==> config.mk <==
export PLATFORM = sky130hd
export DESIGN_NAME = adaptive_motor_duty_controller
export DESIGN_NICKNAME = d
export VERILOG_FILES = /design/src/hdl/amdc_pkg.sv /design/src/hdl/adaptive_motor_duty_controller.sv
export SDC_FILE = /design/constraint.sdc
export NUM_CORES = 2
export LEC_CHECK = 0
export BUFFER_PORTS_ARGS = -buffer_cell sky130_fd_sc_hd__buf_2
export CAP_MARGIN = 10
export CORE_MARGIN = 10
export CORE_UTILIZATION = 29
export CTS_CLUSTER_DIAMETER = 100
export DETAILED_ROUTE_END_ITERATION = 6
export GPL_ROUTABILITY_DRIVEN = 1
export PLACE_DENSITY = 0.48
export SLEW_MARGIN = 10
export SYNTH_ARGS = -nofsm -noshare
export SYNTH_HDL_FRONTEND = slang
export SYNTH_SLANG_ARGS = --single-unit
export TNS_END_PERCENT = 1
==> constraint.sdc <==
create_clock -name clk -period 51.1 [get_ports clk]
set_clock_uncertainty 0.1 [all_clocks]
set_input_delay 10.22 -clock clk [delete_from_list [all_inputs] [get_ports clk]]
set_output_delay 10.22 -clock clk [all_outputs]
set_load 0.005 [all_outputs]
==> src/hdl/amdc_pkg.sv <==
// shared types, constants and saturating arithmetic of the motor duty controller
`default_nettype none

package amdc_pkg;

  localparam int QW = 48;
  localparam int FRAC_BITS_DEF = 32;

  localparam logic signed [QW-1:0] Q_MAX = {1'b0, {(QW-1){1'b1}}};
  localparam logic signed [QW-1:0] Q_MIN = {1'b1, {(QW-1){1'b0}}};

  typedef struct packed {
    logic        speed_valid;
    logic [15:0] speed_target;
    logic [4:0]  steer_position;
    logic [15:0] measured_speed;
  } amdc_in_t;

  typedef struct packed {
    logic [6:0] motor_duty;
    logic       rolled_back;
  } amdc_out_t;

  typedef enum logic [0:0] {
    REG_USE_NEURON  = 1'b0,
    REG_NO_FEEDBACK = 1'b1
  } amdc_reg_t;

  typedef enum logic [3:0] {
    ST_IDLE,
    ST_DSP,
    ST_DRF,
    ST_DERR,
    ST_SIG1,
    ST_SIG2,
    ST_SIGF,
    ST_EE,
    ST_AD1,
    ST_AD2,
    ST_OUT
  } amdc_state_t;

  typedef enum logic [1:0] {
    PS_BEFORE,
    PS_AFTER,
    PS_FINAL
  } amdc_pass_t;

  function automatic logic signed [QW-1:0] sat_add(input logic signed [QW-1:0] a,
                                                   input logic signed [QW-1:0] b);
    logic signed [QW:0] s;
    s = {a[QW-1], a} + {b[QW-1], b};
    if (s[QW] != s[QW-1]) return s[QW] ? Q_MIN : Q_MAX;
    return s[QW-1:0];
  endfunction

  function automatic logic signed [QW-1:0] sat_sub(input logic signed [QW-1:0] a,
                                                   input logic signed [QW-1:0] b);
    logic signed [QW:0] s;
    s = {a[QW-1], a} - {b[QW-1], b};
    if (s[QW] != s[QW-1]) return s[QW] ? Q_MIN : Q_MAX;
    return s[QW-1:0];
  endfunction

  // weight times a small steer offset, saturated
  function automatic logic signed [QW-1:0] sat_mul_small(input logic signed [QW-1:0] w,
                                                         input logic [3:0] k);
    logic signed [QW+4:0] we;
    logic signed [QW+4:0] ke;
    logic signed [QW+4:0] p;
    we = {{5{w[QW-1]}}, w};
    ke = {{(QW+1){1'b0}}, k};
    p = we * ke;
    if (p[QW+4:QW-1] != {6{1'b0}} && p[QW+4:QW-1] != {6{1'b1}})
      return p[QW+4] ? Q_MIN : Q_MAX;
    return p[QW-1:0];
  endfunction

endpackage

`default_nettype wire

==> src/hdl/adaptive_motor_duty_controller.sv <==
// adaptive motor duty controller: sequencer with serial divider and serial multiplier
//
//   channel | direction | handshake         | payload
//   in_     | input     | in_valid/in_stall  | amdc_in_t
//   out_    | output    | out_valid/out_stall| amdc_out_t
//   cfg_    | input     | cfg_we             | cfg_idx, cfg_wdata
//
// one transaction at a time; the input stalls from acceptance until the result is registered.
// each divide is by 1000 and each multiply is shift-add.
// message without speed: 3 divides + 2 multiplies; with speed: 3 divides
// + 7 multiplies; a rollback adds 3 divides + 2 multiplies.
// synchronous active-low reset clears weights, stored speed and control state.
// a result waiting on out_stall does not block the next input transaction.
`default_nettype none

module adaptive_motor_duty_controller #(
  parameter int FRAC_BITS = amdc_pkg::FRAC_BITS_DEF
) (
  input  wire logic                clk,
  input  wire logic                rst_n,
  input  wire logic                in_valid,
  output logic                     in_stall,
  input  wire amdc_pkg::amdc_in_t  in_data,
  output logic                     out_valid,
  input  wire logic                out_stall,
  output amdc_pkg::amdc_out_t      out_data,
  input  wire logic                cfg_we,
  input  wire logic                cfg_idx,
  input  wire logic                cfg_wdata
);
  import amdc_pkg::*;

  localparam int DSTEPS = 16 + FRAC_BITS;
  localparam int MSTEPS = QW;
  localparam int CW = $clog2(DSTEPS + 1);
  localparam logic [CW-1:0] DEND = CW'(DSTEPS);
  localparam logic [CW-1:0] MEND = CW'(MSTEPS);
  localparam logic signed [QW-1:0] QONE = QW'(64'd1 << FRAC_BITS);
  localparam logic signed [QW-1:0] QEPS = QW'(((64'd1 << FRAC_BITS) + 64'd5000) / 64'd10000);

  amdc_state_t state_r, state_nxt;
  amdc_pass_t  pass_r, pass_nxt;

  logic use_neuron_r, no_feedback_r;

  // weights and stored speed, plus the copies kept for rollback
  logic [15:0] ss_r, ss_nxt, sv_ss_r, sv_ss_nxt;
  logic signed [QW-1:0] wb_r, wb_nxt, wl_r, wl_nxt, wr_r, wr_nxt;
  logic signed [QW-1:0] ws_r, ws_nxt, wt_r, wt_nxt, es_r, es_nxt;
  logic signed [QW-1:0] sv_b_r, sv_b_nxt, sv_l_r, sv_l_nxt, sv_r_r, sv_r_nxt;
  logic signed [QW-1:0] sv_s_r, sv_s_nxt, sv_t_r, sv_t_nxt, sv_e_r, sv_e_nxt;

  // current transaction
  logic        vld_r, vld_nxt;
  logic [15:0] ref_r, ref_nxt;
  logic [4:0]  steer_r, steer_nxt;
  logic        rolled_r, rolled_nxt;

  // scaled operands and signal values
  logic signed [QW-1:0] sp_r, sp_nxt, rf_r, rf_nxt, err_r, err_nxt, ee_r, ee_nxt;
  logic signed [QW-1:0] vacc_r, vacc_nxt, before_r, before_nxt, fin_r, fin_nxt;

  // serial units
  logic          run_r, run_nxt;
  logic [CW-1:0] cnt_r, cnt_nxt;
  logic [15:0]   dsh_r, dsh_nxt;
  logic [9:0]    rem_r, rem_nxt;
  logic [QW-1:0] q_r, q_nxt;
  logic          dneg_r, dneg_nxt;
  logic [QW-1:0] ma_r, ma_nxt, acc_hi_r, acc_hi_nxt, acc_lo_r, acc_lo_nxt;
  logic          mneg_r, mneg_nxt;

  logic      out_valid_r, out_valid_nxt;
  amdc_out_t out_data_r, out_data_nxt;

  logic accept, out_load, is_div, is_mul, done;
  logic [4:0]  steer_in;
  logic [3:0]  steer_k;
  logic signed [16:0] diff;
  logic [15:0] dmag_sel;
  logic        dneg_sel;
  logic signed [QW-1:0] mop_a, mop_b, prod_s, div_s, v_sig, steer_term;
  logic [2*QW-1:0] prod;
  logic [QW-1:0]   rmag;
  logic [10:0]     dtrial;
  logic [QW:0]     msum;
  logic            roll;
  logic [QW+7:0]   duty_w;
  logic [6:0]      duty;

  assign accept   = in_valid && !in_stall;
  assign out_load = !out_valid_r || !out_stall;
  assign is_div   = (state_r == ST_DSP) || (state_r == ST_DRF) || (state_r == ST_DERR);
  assign is_mul   = (state_r == ST_SIG1) || (state_r == ST_SIG2) || (state_r == ST_EE) ||
                    (state_r == ST_AD1) || (state_r == ST_AD2);
  assign done     = run_r && (cnt_r == (is_div ? DEND : MEND));
  assign steer_in = (in_data.steer_position > 5'd17) ? 5'd17 : in_data.steer_position;
  assign steer_k  = (steer_r > 5'd8) ? 4'(steer_r - 5'd9) : 4'(5'd9 - steer_r);
  assign diff     = $signed({1'b0, ss_r}) - $signed({1'b0, ref_r});

  // operand selection for the serial units
  always_comb begin
    dmag_sel = ss_r;
    dneg_sel = 1'b0;
    if (state_r == ST_DRF) begin
      dmag_sel = ref_r;
    end else if (state_r == ST_DERR) begin
      dneg_sel = diff[16];
      dmag_sel = diff[16] ? 16'(-diff) : diff[15:0];
    end
    mop_a = ee_r;
    mop_b = err_r;
    case (state_r)
      ST_SIG1: begin
        mop_a = use_neuron_r ? ws_r : wb_r;
        mop_b = use_neuron_r ? sp_r : err_r;
      end
      ST_SIG2: begin
        mop_a = use_neuron_r ? wt_r : ws_r;
        mop_b = use_neuron_r ? rf_r : es_r;
      end
      ST_EE: begin
        mop_a = QEPS;
        mop_b = err_r;
      end
      ST_AD1: mop_b = use_neuron_r ? sp_r : err_r;
      ST_AD2: mop_b = use_neuron_r ? rf_r : es_r;
      default: ;
    endcase
  end

  // finished unit results
  always_comb begin
    prod = {acc_hi_r, acc_lo_r};
    rmag = ((prod >> (FRAC_BITS + QW - 1)) != '0) ? {1'b1, {(QW-1){1'b0}}}
                                                  : QW'(prod >> FRAC_BITS);
    if (mneg_r) prod_s = -$signed(rmag);
    else        prod_s = rmag[QW-1] ? Q_MAX : $signed(rmag);
    div_s = dneg_r ? -$signed(q_r) : $signed(q_r);
    steer_term = sat_mul_small((steer_r > 5'd8) ? wl_r : wr_r, steer_k);
    v_sig = use_neuron_r ? sat_add(vacc_r, steer_term) : vacc_r;
    roll = ((before_r > QONE) && (v_sig > before_r)) ||
           ((before_r < 0) && (v_sig < before_r));
    duty_w = {8'd0, fin_r} * (QW+8)'(100);
    if (no_feedback_r)       duty = (ref_r > 16'd100) ? 7'd100 : ref_r[6:0];
    else if (fin_r > QONE)   duty = 7'd100;
    else if (fin_r < 0)      duty = 7'd0;
    else                     duty = 7'(duty_w >> FRAC_BITS);
    dtrial = {rem_r, dsh_r[15]};
    msum = {1'b0, acc_hi_r} + (acc_lo_r[0] ? {1'b0, ma_r} : {(QW+1){1'b0}});
  end

  // next state
  always_comb begin
    state_nxt = state_r;
    unique case (state_r)
      ST_IDLE: if (accept) state_nxt = ST_DSP;
      ST_DSP:  if (done) state_nxt = ST_DRF;
      ST_DRF:  if (done) state_nxt = ST_DERR;
      ST_DERR: if (done) state_nxt = ST_SIG1;
      ST_SIG1: if (done) state_nxt = ST_SIG2;
      ST_SIG2: if (done) state_nxt = ST_SIGF;
      ST_SIGF: begin
        if (pass_r == PS_BEFORE)      state_nxt = ST_EE;
        else if (pass_r == PS_AFTER && roll) state_nxt = ST_DSP;
        else                          state_nxt = ST_OUT;
      end
      ST_EE:   if (done) state_nxt = ST_AD1;
      ST_AD1:  if (done) state_nxt = ST_AD2;
      ST_AD2:  if (done) state_nxt = ST_SIG1;
      ST_OUT:  if (out_load) state_nxt = ST_IDLE;
      default: state_nxt = ST_IDLE;
    endcase
  end

  // datapath and outputs
  always_comb begin
    pass_nxt = pass_r;
    ss_nxt = ss_r; wb_nxt = wb_r; wl_nxt = wl_r; wr_nxt = wr_r;
    ws_nxt = ws_r; wt_nxt = wt_r; es_nxt = es_r;
    sv_ss_nxt = sv_ss_r; sv_b_nxt = sv_b_r; sv_l_nxt = sv_l_r; sv_r_nxt = sv_r_r;
    sv_s_nxt = sv_s_r; sv_t_nxt = sv_t_r; sv_e_nxt = sv_e_r;
    vld_nxt = vld_r; ref_nxt = ref_r; steer_nxt = steer_r; rolled_nxt = rolled_r;
    sp_nxt = sp_r; rf_nxt = rf_r; err_nxt = err_r; ee_nxt = ee_r;
    vacc_nxt = vacc_r; before_nxt = before_r; fin_nxt = fin_r;
    run_nxt = run_r; cnt_nxt = cnt_r;
    dsh_nxt = dsh_r; rem_nxt = rem_r; q_nxt = q_r; dneg_nxt = dneg_r;
    ma_nxt = ma_r; acc_hi_nxt = acc_hi_r; acc_lo_nxt = acc_lo_r; mneg_nxt = mneg_r;
    out_valid_nxt = out_valid_r && out_stall;
    out_data_nxt = out_data_r;

    if ((is_div || is_mul) && !run_r) begin
      run_nxt = 1'b1;
      cnt_nxt = '0;
      dsh_nxt = dmag_sel;
      dneg_nxt = dneg_sel;
      rem_nxt = '0;
      q_nxt = '0;
      mneg_nxt = mop_a[QW-1] ^ mop_b[QW-1];
      ma_nxt = mop_a[QW-1] ? QW'(-mop_a) : mop_a;
      acc_lo_nxt = mop_b[QW-1] ? QW'(-mop_b) : mop_b;
      acc_hi_nxt = '0;
    end else if (run_r && !done) begin
      cnt_nxt = cnt_r + 1'b1;
      if (is_div) begin
        // restoring division by 1000, one quotient bit per cycle
        dsh_nxt = {dsh_r[14:0], 1'b0};
        if (dtrial >= 11'd1000) begin
          rem_nxt = 10'(dtrial - 11'd1000);
          q_nxt = {q_r[QW-2:0], 1'b1};
        end else begin
          rem_nxt = dtrial[9:0];
          q_nxt = {q_r[QW-2:0], 1'b0};
        end
      end else begin
        {acc_hi_nxt, acc_lo_nxt} = {msum, acc_lo_r[QW-1:1]};
      end
    end else if (done) begin
      run_nxt = 1'b0;
    end

    unique case (state_r)
      ST_IDLE: begin
        if (accept) begin
          vld_nxt = in_data.speed_valid;
          ref_nxt = in_data.speed_target;
          steer_nxt = steer_in;
          rolled_nxt = 1'b0;
          pass_nxt = in_data.speed_valid ? PS_BEFORE : PS_FINAL;
          if (in_data.speed_valid) begin
            sv_ss_nxt = ss_r; sv_b_nxt = wb_r; sv_l_nxt = wl_r; sv_r_nxt = wr_r;
            sv_s_nxt = ws_r; sv_t_nxt = wt_r; sv_e_nxt = es_r;
            ss_nxt = in_data.measured_speed;
          end
        end
      end
      ST_DSP:  if (done) sp_nxt = div_s;
      ST_DRF:  if (done) rf_nxt = div_s;
      ST_DERR: if (done) err_nxt = div_s;
      ST_SIG1: begin
        if (done) vacc_nxt = use_neuron_r ? sat_add(sat_sub('0, wb_r), prod_s) : prod_s;
      end
      ST_SIG2: if (done) vacc_nxt = sat_add(vacc_r, prod_s);
      ST_SIGF: begin
        if (pass_r == PS_BEFORE) begin
          before_nxt = v_sig;
        end else if (pass_r == PS_AFTER && roll) begin
          ss_nxt = sv_ss_r; wb_nxt = sv_b_r; wl_nxt = sv_l_r; wr_nxt = sv_r_r;
          ws_nxt = sv_s_r; wt_nxt = sv_t_r; es_nxt = sv_e_r;
          rolled_nxt = 1'b1;
          pass_nxt = PS_FINAL;
        end else begin
          fin_nxt = v_sig;
        end
      end
      ST_EE: begin
        if (done) begin
          ee_nxt = prod_s;
          if (use_neuron_r) begin
            wb_nxt = sat_add(wb_r, prod_s);
            if (steer_r > 5'd8) wl_nxt = sat_sub(wl_r, sat_mul_small(prod_s, steer_k));
            else                wr_nxt = sat_sub(wr_r, sat_mul_small(prod_s, steer_k));
          end else begin
            es_nxt = sat_add(es_r, err_r);
            wt_nxt = '0;
            wl_nxt = '0;
            wr_nxt = '0;
          end
        end
      end
      ST_AD1: begin
        if (done) begin
          if (use_neuron_r) ws_nxt = sat_sub(ws_r, prod_s);
          else              wb_nxt = sat_sub(wb_r, prod_s);
        end
      end
      ST_AD2: begin
        if (done) begin
          if (use_neuron_r) wt_nxt = sat_sub(wt_r, prod_s);
          else              ws_nxt = sat_sub(ws_r, prod_s);
          pass_nxt = PS_AFTER;
        end
      end
      ST_OUT: begin
        if (out_load) begin
          out_valid_nxt = 1'b1;
          out_data_nxt.motor_duty = duty;
          out_data_nxt.rolled_back = rolled_r;
        end
      end
      default: ;
    endcase
  end

  always_ff @(posedge clk) begin
    if (!rst_n) begin
      state_r <= ST_IDLE;
      pass_r <= PS_FINAL;
      run_r <= 1'b0;
      cnt_r <= '0;
      out_valid_r <= 1'b0;
      use_neuron_r <= 1'b0;
      no_feedback_r <= 1'b0;
      ss_r <= '0; wb_r <= '0; wl_r <= '0; wr_r <= '0;
      ws_r <= '0; wt_r <= '0; es_r <= '0;
    end else begin
      state_r <= state_nxt;
      pass_r <= pass_nxt;
      run_r <= run_nxt;
      cnt_r <= cnt_nxt;
      out_valid_r <= out_valid_nxt;
      if (cfg_we) begin
        unique case (amdc_reg_t'(cfg_idx))
          REG_USE_NEURON:  use_neuron_r <= cfg_wdata;
          REG_NO_FEEDBACK: no_feedback_r <= cfg_wdata;
          default: ;
        endcase
      end
      ss_r <= ss_nxt; wb_r <= wb_nxt; wl_r <= wl_nxt; wr_r <= wr_nxt;
      ws_r <= ws_nxt; wt_r <= wt_nxt; es_r <= es_nxt;
    end
  end

  always_ff @(posedge clk) begin
    sv_ss_r <= sv_ss_nxt; sv_b_r <= sv_b_nxt; sv_l_r <= sv_l_nxt; sv_r_r <= sv_r_nxt;
    sv_s_r <= sv_s_nxt; sv_t_r <= sv_t_nxt; sv_e_r <= sv_e_nxt;
    vld_r <= vld_nxt; ref_r <= ref_nxt; steer_r <= steer_nxt; rolled_r <= rolled_nxt;
    sp_r <= sp_nxt; rf_r <= rf_nxt; err_r <= err_nxt; ee_r <= ee_nxt;
    vacc_r <= vacc_nxt; before_r <= before_nxt; fin_r <= fin_nxt;
    dsh_r <= dsh_nxt; rem_r <= rem_nxt; q_r <= q_nxt; dneg_r <= dneg_nxt;
    ma_r <= ma_nxt; acc_hi_r <= acc_hi_nxt; acc_lo_r <= acc_lo_nxt; mneg_r <= mneg_nxt;
    out_data_r <= out_data_nxt;
  end

  assign in_stall  = (state_r != ST_IDLE);
  assign out_valid = out_valid_r;
  assign out_data  = out_data_r;

  a_accept_leaves_idle: assert property (@(posedge clk) disable iff (!rst_n)
    accept |=> state_r != ST_IDLE)
    else $error("sequencer stayed idle after an input transaction");

  a_cnt_bound: assert property (@(posedge clk) disable iff (!rst_n)
    run_r |-> (cnt_r <= (is_div ? DEND : MEND)))
    else $error("serial unit counter ran past its length");

  a_rollback_needs_speed: assert property (@(posedge clk) disable iff (!rst_n)
    (state_r == ST_OUT && out_load) |-> (!rolled_r || vld_r))
    else $error("rollback flagged on a transaction without measured speed");

  a_duty_range: assert property (@(posedge clk) disable iff (!rst_n)
    out_valid_r |-> (out_data_r.motor_duty <= 7'd100))
    else $error("duty above 100");

endmodule

`default_nettype wire
Yosys cells after proc, flatten, opt, wreduce, memory -nomap -nowiden --
Cells that the tools add are included.
Operators by class: add/sub/neg operators 22, multiply operators 3, divide/modulo/power cells 0, order comparisons 10, equality and inequality tests 48, shift operators 0, multiplexer cells 209, bitwise operators 7, reduce and logical (&&, ||, !) cells 72
Operators by type and width (number):
- $mux 48 | 100
- $pmux 48 s3 | 4
- $pmux 48 s2 | 5
- $add 48x48->49 | 6
- $sub 48x48->49 | 5
- $neg 48->48 | 4
- $mux 16 | 10
- $mul 48x5->53 | 2
- $gt 48x34->1 const B | 2
- $lt 48x1->1 const B | 2
- $reduce_bool 96->1 | 1
- $mux 47 | 2
- $mux 1 | 62
- $sub 1x48->49 const A | 1
- $gt 48x48->1 | 1
- $lt 48x48->1 | 1
- $mul 48x5->37 const B | 1
- $mux 4 | 12
- $pmux 4 s10 | 1
- $ne 2x2->1 const B | 19
- $pmux 16 s2 | 1
- $mux 7 | 4
- $reduce_and 2->1 | 14
- $reduce_and 5->1 | 5
- other kinds (41) | 106
Word-level totals: bits in registers 1210, latch bits 0, RAM bits 0, bits in read-only memories 0, bits of input ports 45, output and inout bits 10, logic and storage cells 413, memories kept 0

Depth between registers and ports, before layout --
word-level depth 29, mapped depth 63, depth with buffers taken out 53

Least setup slack after synthesis --
Ideal clock, no wire load.
kind input to register, from in in_valid, to reg ss_r[0], setup time 0.091 ns, arrival 18.633 ns, required time 50.909 ns, path slack 32.276 ns, cell stages on the path 6, buffers on the path 2, cell sequence and3_1 > or2_2 > clkbuf_1 > clkbuf_1 > nor2_1 > a311oi_1
On the way: longest elaborated chain between the ends 3
Ends and longest elaborated chain:
- from (decl) | line adaptive_motor_duty_controller.sv:21 | input wire logic in_valid,
- $logic_and 1x1->1 | line adaptive_motor_duty_controller.sv:91 | assign accept = in_valid && !in_stall;
- $ne 2x2->1 (no line)
- $reduce_and 5->1 (no line)
- to (signal assigned) | line adaptive_motor_duty_controller.sv:319 | ss_r <= ss_nxt; wb_r <= wb_nxt; wl_r <= wl_nxt; wr_r <= wr_nxt;
- to (decl) | line adaptive_motor_duty_controller.sv:47 | logic [15:0] ss_r, ss_nxt, sv_ss_r, sv_ss_nxt;
Every way passes these cells. A chain may end at the register's enable or synchronous reset.

Worst setup path after layout --
from reg steer_r[1], to reg wb_r[46]
On the way: longest elaborated chain between the ends 18, elaborated cells on any way between the ends 28, those cells by class add/sub: 3; mul: 1; order compare: 3; eq/ne: 3; mux: 11; reduce/logical: 7
Ends and longest elaborated chain:
- from (decl) | line adaptive_motor_duty_controller.sv:56 | logic [4:0] steer_r, steer_nxt;
- from (signal assigned) | line adaptive_motor_duty_controller.sv:327 | vld_r <= vld_nxt; ref_r <= ref_nxt; steer_r <= steer_nxt; rolled_r <= rolled_nxt;
- $sub 4x4->4 or $gt 5x4->1 (tied branches) | line adaptive_motor_duty_controller.sv:98, adaptive_motor_duty_controller.sv:140
- $mux 4 or $mux 48 (tied branches) | line adaptive_motor_duty_controller.sv:98, adaptive_motor_duty_controller.sv:140
- $mul 48x5->53 * | line amdc_pkg.sv:73 | p = we * ke;
- $ne 6x6->1 or $reduce_bool 6->1 (tied branches) | line amdc_pkg.sv:74 | if (p[QW+4:QW-1] != {6{1'b0}} && p[QW+4:QW-1] != {6{1'b1}})
- $logic_and 1x1->1 | line amdc_pkg.sv:74
- $mux 1 | line amdc_pkg.sv:74
- $mux 48 * | line amdc_pkg.sv:76 | return p[QW-1:0];
- $add 48x48->49 * | line amdc_pkg.sv:52 | s = {a[QW-1], a} + {b[QW-1], b};
- [... 3 more ...]
- $mux 48 * | line adaptive_motor_duty_controller.sv:141 | v_sig = use_neuron_r ? sat_add(vacc_r, steer_term) : vacc_r;
- net v_sig[9] | line adaptive_motor_duty_controller.sv:82 | logic signed [QW-1:0] mop_a, mop_b, prod_s, div_s, v_sig, steer_term;
- $gt 48x48->1 or $lt 48x48->1 (tied branches) | line adaptive_motor_duty_controller.sv:142, adaptive_motor_duty_controller.sv:143
- $logic_and 1x1->1, on equally long branches | line adaptive_motor_duty_controller.sv:142, adaptive_motor_duty_controller.sv:143
- $logic_or 1x1->1 * | line adaptive_motor_duty_controller.sv:142 | roll = ((before_r > QONE) && (v_sig > before_r)) ||
- $logic_and 1x1->1 * | line adaptive_motor_duty_controller.sv:247 | end else if (pass_r == PS_AFTER && roll) begin
- $ne 2x2->1 (no line) *
- $reduce_and 7->1 (no line) *
- to (signal assigned) | line adaptive_motor_duty_controller.sv:319
- to (decl) | line adaptive_motor_duty_controller.sv:48 | logic signed [QW-1:0] wb_r, wb_nxt, wl_r, wl_nxt, wr_r, wr_nxt;
The timed path passes the listed nets; every way through them passes the cells marked *. The select of a mux whose other input is x is not followed.

==> impl_summary.md <==
STA
Setup total negative slack on the finished layout was measured at 0 ns. Setup repair after global routing left no endpoint under its margin. The timing-limited maximum frequency is 52.9 MHz. The shortest period the worst path allows is 18.91 ns. In this run the tightest slew margin relative to its limit is 13.9%. Setup violations remaining at the end of the flow were counted as 0.

For the pin with the worst max-slew slack, the measured transition is 1.29 ns. The max-slew violation total from the final report is 0. The final hold violation count is 0.

The worst path uses 37.0% of the clock period.

Worst hold path
The start point of the worst hold path is rolled_r. For hold timing, the worst endpoint is out_data[0]. The path class of the tightest hold or removal check is reg2reg. The worst hold path stage count is 0.

CTS
The count of hold buffers inserted by post-cts repair is 0. Clock-pin slew was measured on the worst setup and hold paths at 0.05 ns. The clock latency at the later pin of the worst-skew pair is 0.91 ns. The clock tree from TritonCTS is yes. The number of gates resized after CTS was 0. The CTS buffer count is 159. The root buffer cell chosen for the clock tree is clkbuf_16. The tree built by TritonCTS fans out to 1210 sinks. The H-tree level count is 4. The longest clock path from root to sink contains 4 buffers. Buffers added to address setup during post-CTS repair amount to 0.

Finish
The number of nets at the end of the flow is 13.3k. The share of post-route cells with drive strength above 1 is 6.37%. After routing the design area is 116000 um2. After the flow finishes, the layout carries non-filler instances totaling 17.0k.

The number of fill cells in the layout is 38.0k. The layout-stage area growth over the synthesis result is 10.7%.

GRT
Global routing used 20.0% of the available tracks. The leftover overflow at the end of global routing is 0. The via count of the first global-routing pass was 89.2k. The fraction of met1 tracks used by global routing is 29.0%. The global-route wire length before repair is 598 mm. In this run the most used layer during global routing was met2.

The number of antenna violations at the first check in global routing is 9. The met3 demand-to-capacity share in global routing is 2.61%. Entering global routing, the biggest net connects 131 pins. Global routing consumed, on the met2 layer, 30.6% of the routing resources.

Floorplan
The effective utilization at floorplan is 29.1%. The die is 621 um wide. The count of standard-cell rows is 220. The die is 621 um tall. The number of I/O pins is 55. The core outline area is 359000 um2.

The die covers 385000 um2.

Critical path
The kind of critical path is reg2reg. The worst reg2reg path startpoint is steer_r[1]. The required time at the worst-slack endpoint is 51.69 ns.

The depth of the worst register-to-register path is 59. The stage delay of the slowest cell on the critical path is 0.92 ns. For this design, the slowest cell found on the critical path is or4b_2. The critical register-to-register path endpoint is wb_r[46]. The first element of the critical path is steer_r[1]. The maximum net fanout on the critical path is 69.

The endpoint type of the worst setup path is a flop. STA classifies the critical path startpoint as a flop. The data arrival at the endpoint of the critical path is 19.50 ns. The register-to-register path setup slack is 32.19 ns.

Place
The placed instances occupy a cell area of 111000 um2. The number of I/O port buffers is 54. After legalization and detailed placement, the total HPWL measured 307 mm.

Including well taps, the total number of placed cells is 16.7k. The routability congestion estimate is 0.958.

Synthesis
Yosys attributes the largest share of cell area to edfxtp_1 22%, ha_1 11%, dfxtp_1 8.1%. The number of library cell types mapped by synthesis is 102. When the netlist entered floorplanning its net count stood at 13.6k. The async set-or-reset flop fraction in the synthesized netlist is 0%. The number of synthesized register bits is 1210. The biggest area contributor in the post-synthesis netlist is edfxtp_1. The Yosys step of the flow raised 0 warnings. Dividing the synthesized area by the synthesized cell count gives 8.48 um2. After synthesis, the largest area contributor takes up 22.5% of total cell area. The most used flip-flop cell after synthesis is edfxtp_1.

The synthesized instance count is 12.4k. In this run, synthesis inferred 784 flip-flops with an integrated enable. The sequential cell area fraction in the yosys report is 30.6%. The cell area after technology mapping is 105000 um2.

Detailed routing
For this block, the initial DRC count from the detailed router was 8683. The final antenna-violating net count is 0. After detailed routing, the number of remaining DRC violations is 0.

The first TritonRoute pass finished after 6 iterations. In the routed layout, each cell is associated on average with a via count of 5.53. The routed via count is 94.2k. In the final routed layout, each cell accounts on average for 23.7 um. After detailed routing, the total wire length is 403 mm.

Run status
The flow ran to the end, and the final reports show no timing, DRC or antenna violations.

Run
The max-cap check violation count is 0.
## Yosys cell counts, types with 33 or more instances
cell         n
nor2b_1    101
dfxtp_1    426
mux2i_1    130
xor2_1     257
o22ai_1     72
inv_1      946
edfxtp_1   784
a221oi_1   116
fa_1       236
a221o_1     36
nor2_1    1039
a21o_1     407
xnor2_1    465
nand2b_1   113
nor3b_1     42
ha_1       928
o211ai_1   113
or3_1       73
nand2_1   1016
a211oi_1   106
a22o_1      62
o21ai_0    980
clkbuf_1   577
nand4_1    119
nor4_1      74
a31o_2      56
buf_1       35
o21a_1      80
o21ai_1     57
or2_2       88
nor3_1     212
a311oi_1    33
o221ai_1    34
o21bai_1   105
nand3_1    198
a21oi_1   1069
a31oi_1    245
o31ai_1    112
and3_1     105
and2_1     111
## placed cells by master (no fill, tap or decap), drive strengths merged, types with 42 or more instances in the layout
master     n
ha       928
edfxtp   784
buf      256
xnor2    465
nor4      75
a22o      62
o31ai    116
nand2b   113
or2       93
and3     105
or3       75
nor3b     42
clkbuf   219
a21o     407
o21a      80
a21oi   1069
a31o      56
nand3    200
nor2b    101
o211ai   113
mux2i    130
nand2   1016
and2     112
xor2     257
a211oi   106
clkinv    46
o21ai   1037
nand4    119
inv      956
a31oi    245
fa       236
a221oi   116
nor3     214
o21bai   105
nor2    1040
o22ai     72
dfxtp    426
## metal layers
metal  wire length (um)  share of wire (%)  vias up
met4              15600                3.9        4
met1             191000                 47    45900
li1                   -                  -    44600
met5                115              0.029        -
met3              24800                6.2      576
met2             172000                 43     2986
## worst max-delay path: cells and delay by family, from the launching register on
family	cells	cell delay [ns]
buffers and inverters	10	3.89
flip-flops	1	0.44
multiplexers	1	0.23
AND/OR/NAND/NOR	9	2.38
XOR/XNOR	1	0.11
AO/OA/AOI/OAI	30	8.53
adder cells (fa/ha/maj)	8	2.99
## metrics by stage
stage	utilization [%]	setup WS, ns	hold slack (ns)
floorplan	-	32.28	0.300
global placement	30.8	32.38	0.311
detailed placement	30.8	32.23	0.307
CTS	32.3	32.22	0.320
global route	32.3	30.79	0.325
finish	32.3	32.19	0.319
## how the worst max path moves through the flow
stage               end  depth (start not counted)
3_5_place_dp   ws_r[40]                         57
2_1_floorplan   ss_r[0]                          6
4_1_cts        ws_r[40]                         57
5_1_grt        wb_r[46]                         59
3_3_place_gp   ws_r[39]                         57
6_report       wb_r[46]                         59
## cell families after synthesis
kind of cell / count (synthesis) / synth area share [%]
AO/OA/AOI/OAI: 4091 / 25.0
XOR/XNOR: 722 / 6.04
adder cells (fa/ha/maj): 1178 / 15.7
buffers and inverters: 1589 / 5.75
flip-flops: 1210 / 30.6
multiplexers: 143 / 1.48
AND/OR/NAND/NOR: 3419 / 15.4
## layout make-up
cell class | instances | area [um2] | area share, %
flip-flops and latches | 1210 | 32100 | 27.7
multi-input cells | 9553 | 67100 | 57.9
clock inverters | 74 | 800 | 0.690
inverters | 950 | 3570 | 3.08
well taps | 4773 | 5970 | 5.15
diodes | 6 | 15.0 | 0.0130
repair buffers | 256 | 1830 | 1.58
clock buffers | 219 | 4520 | 3.90
Power is left out: the tool's default activity adds up to more than one toggle a clock period on the data nets, which glitch-free logic cannot reach.
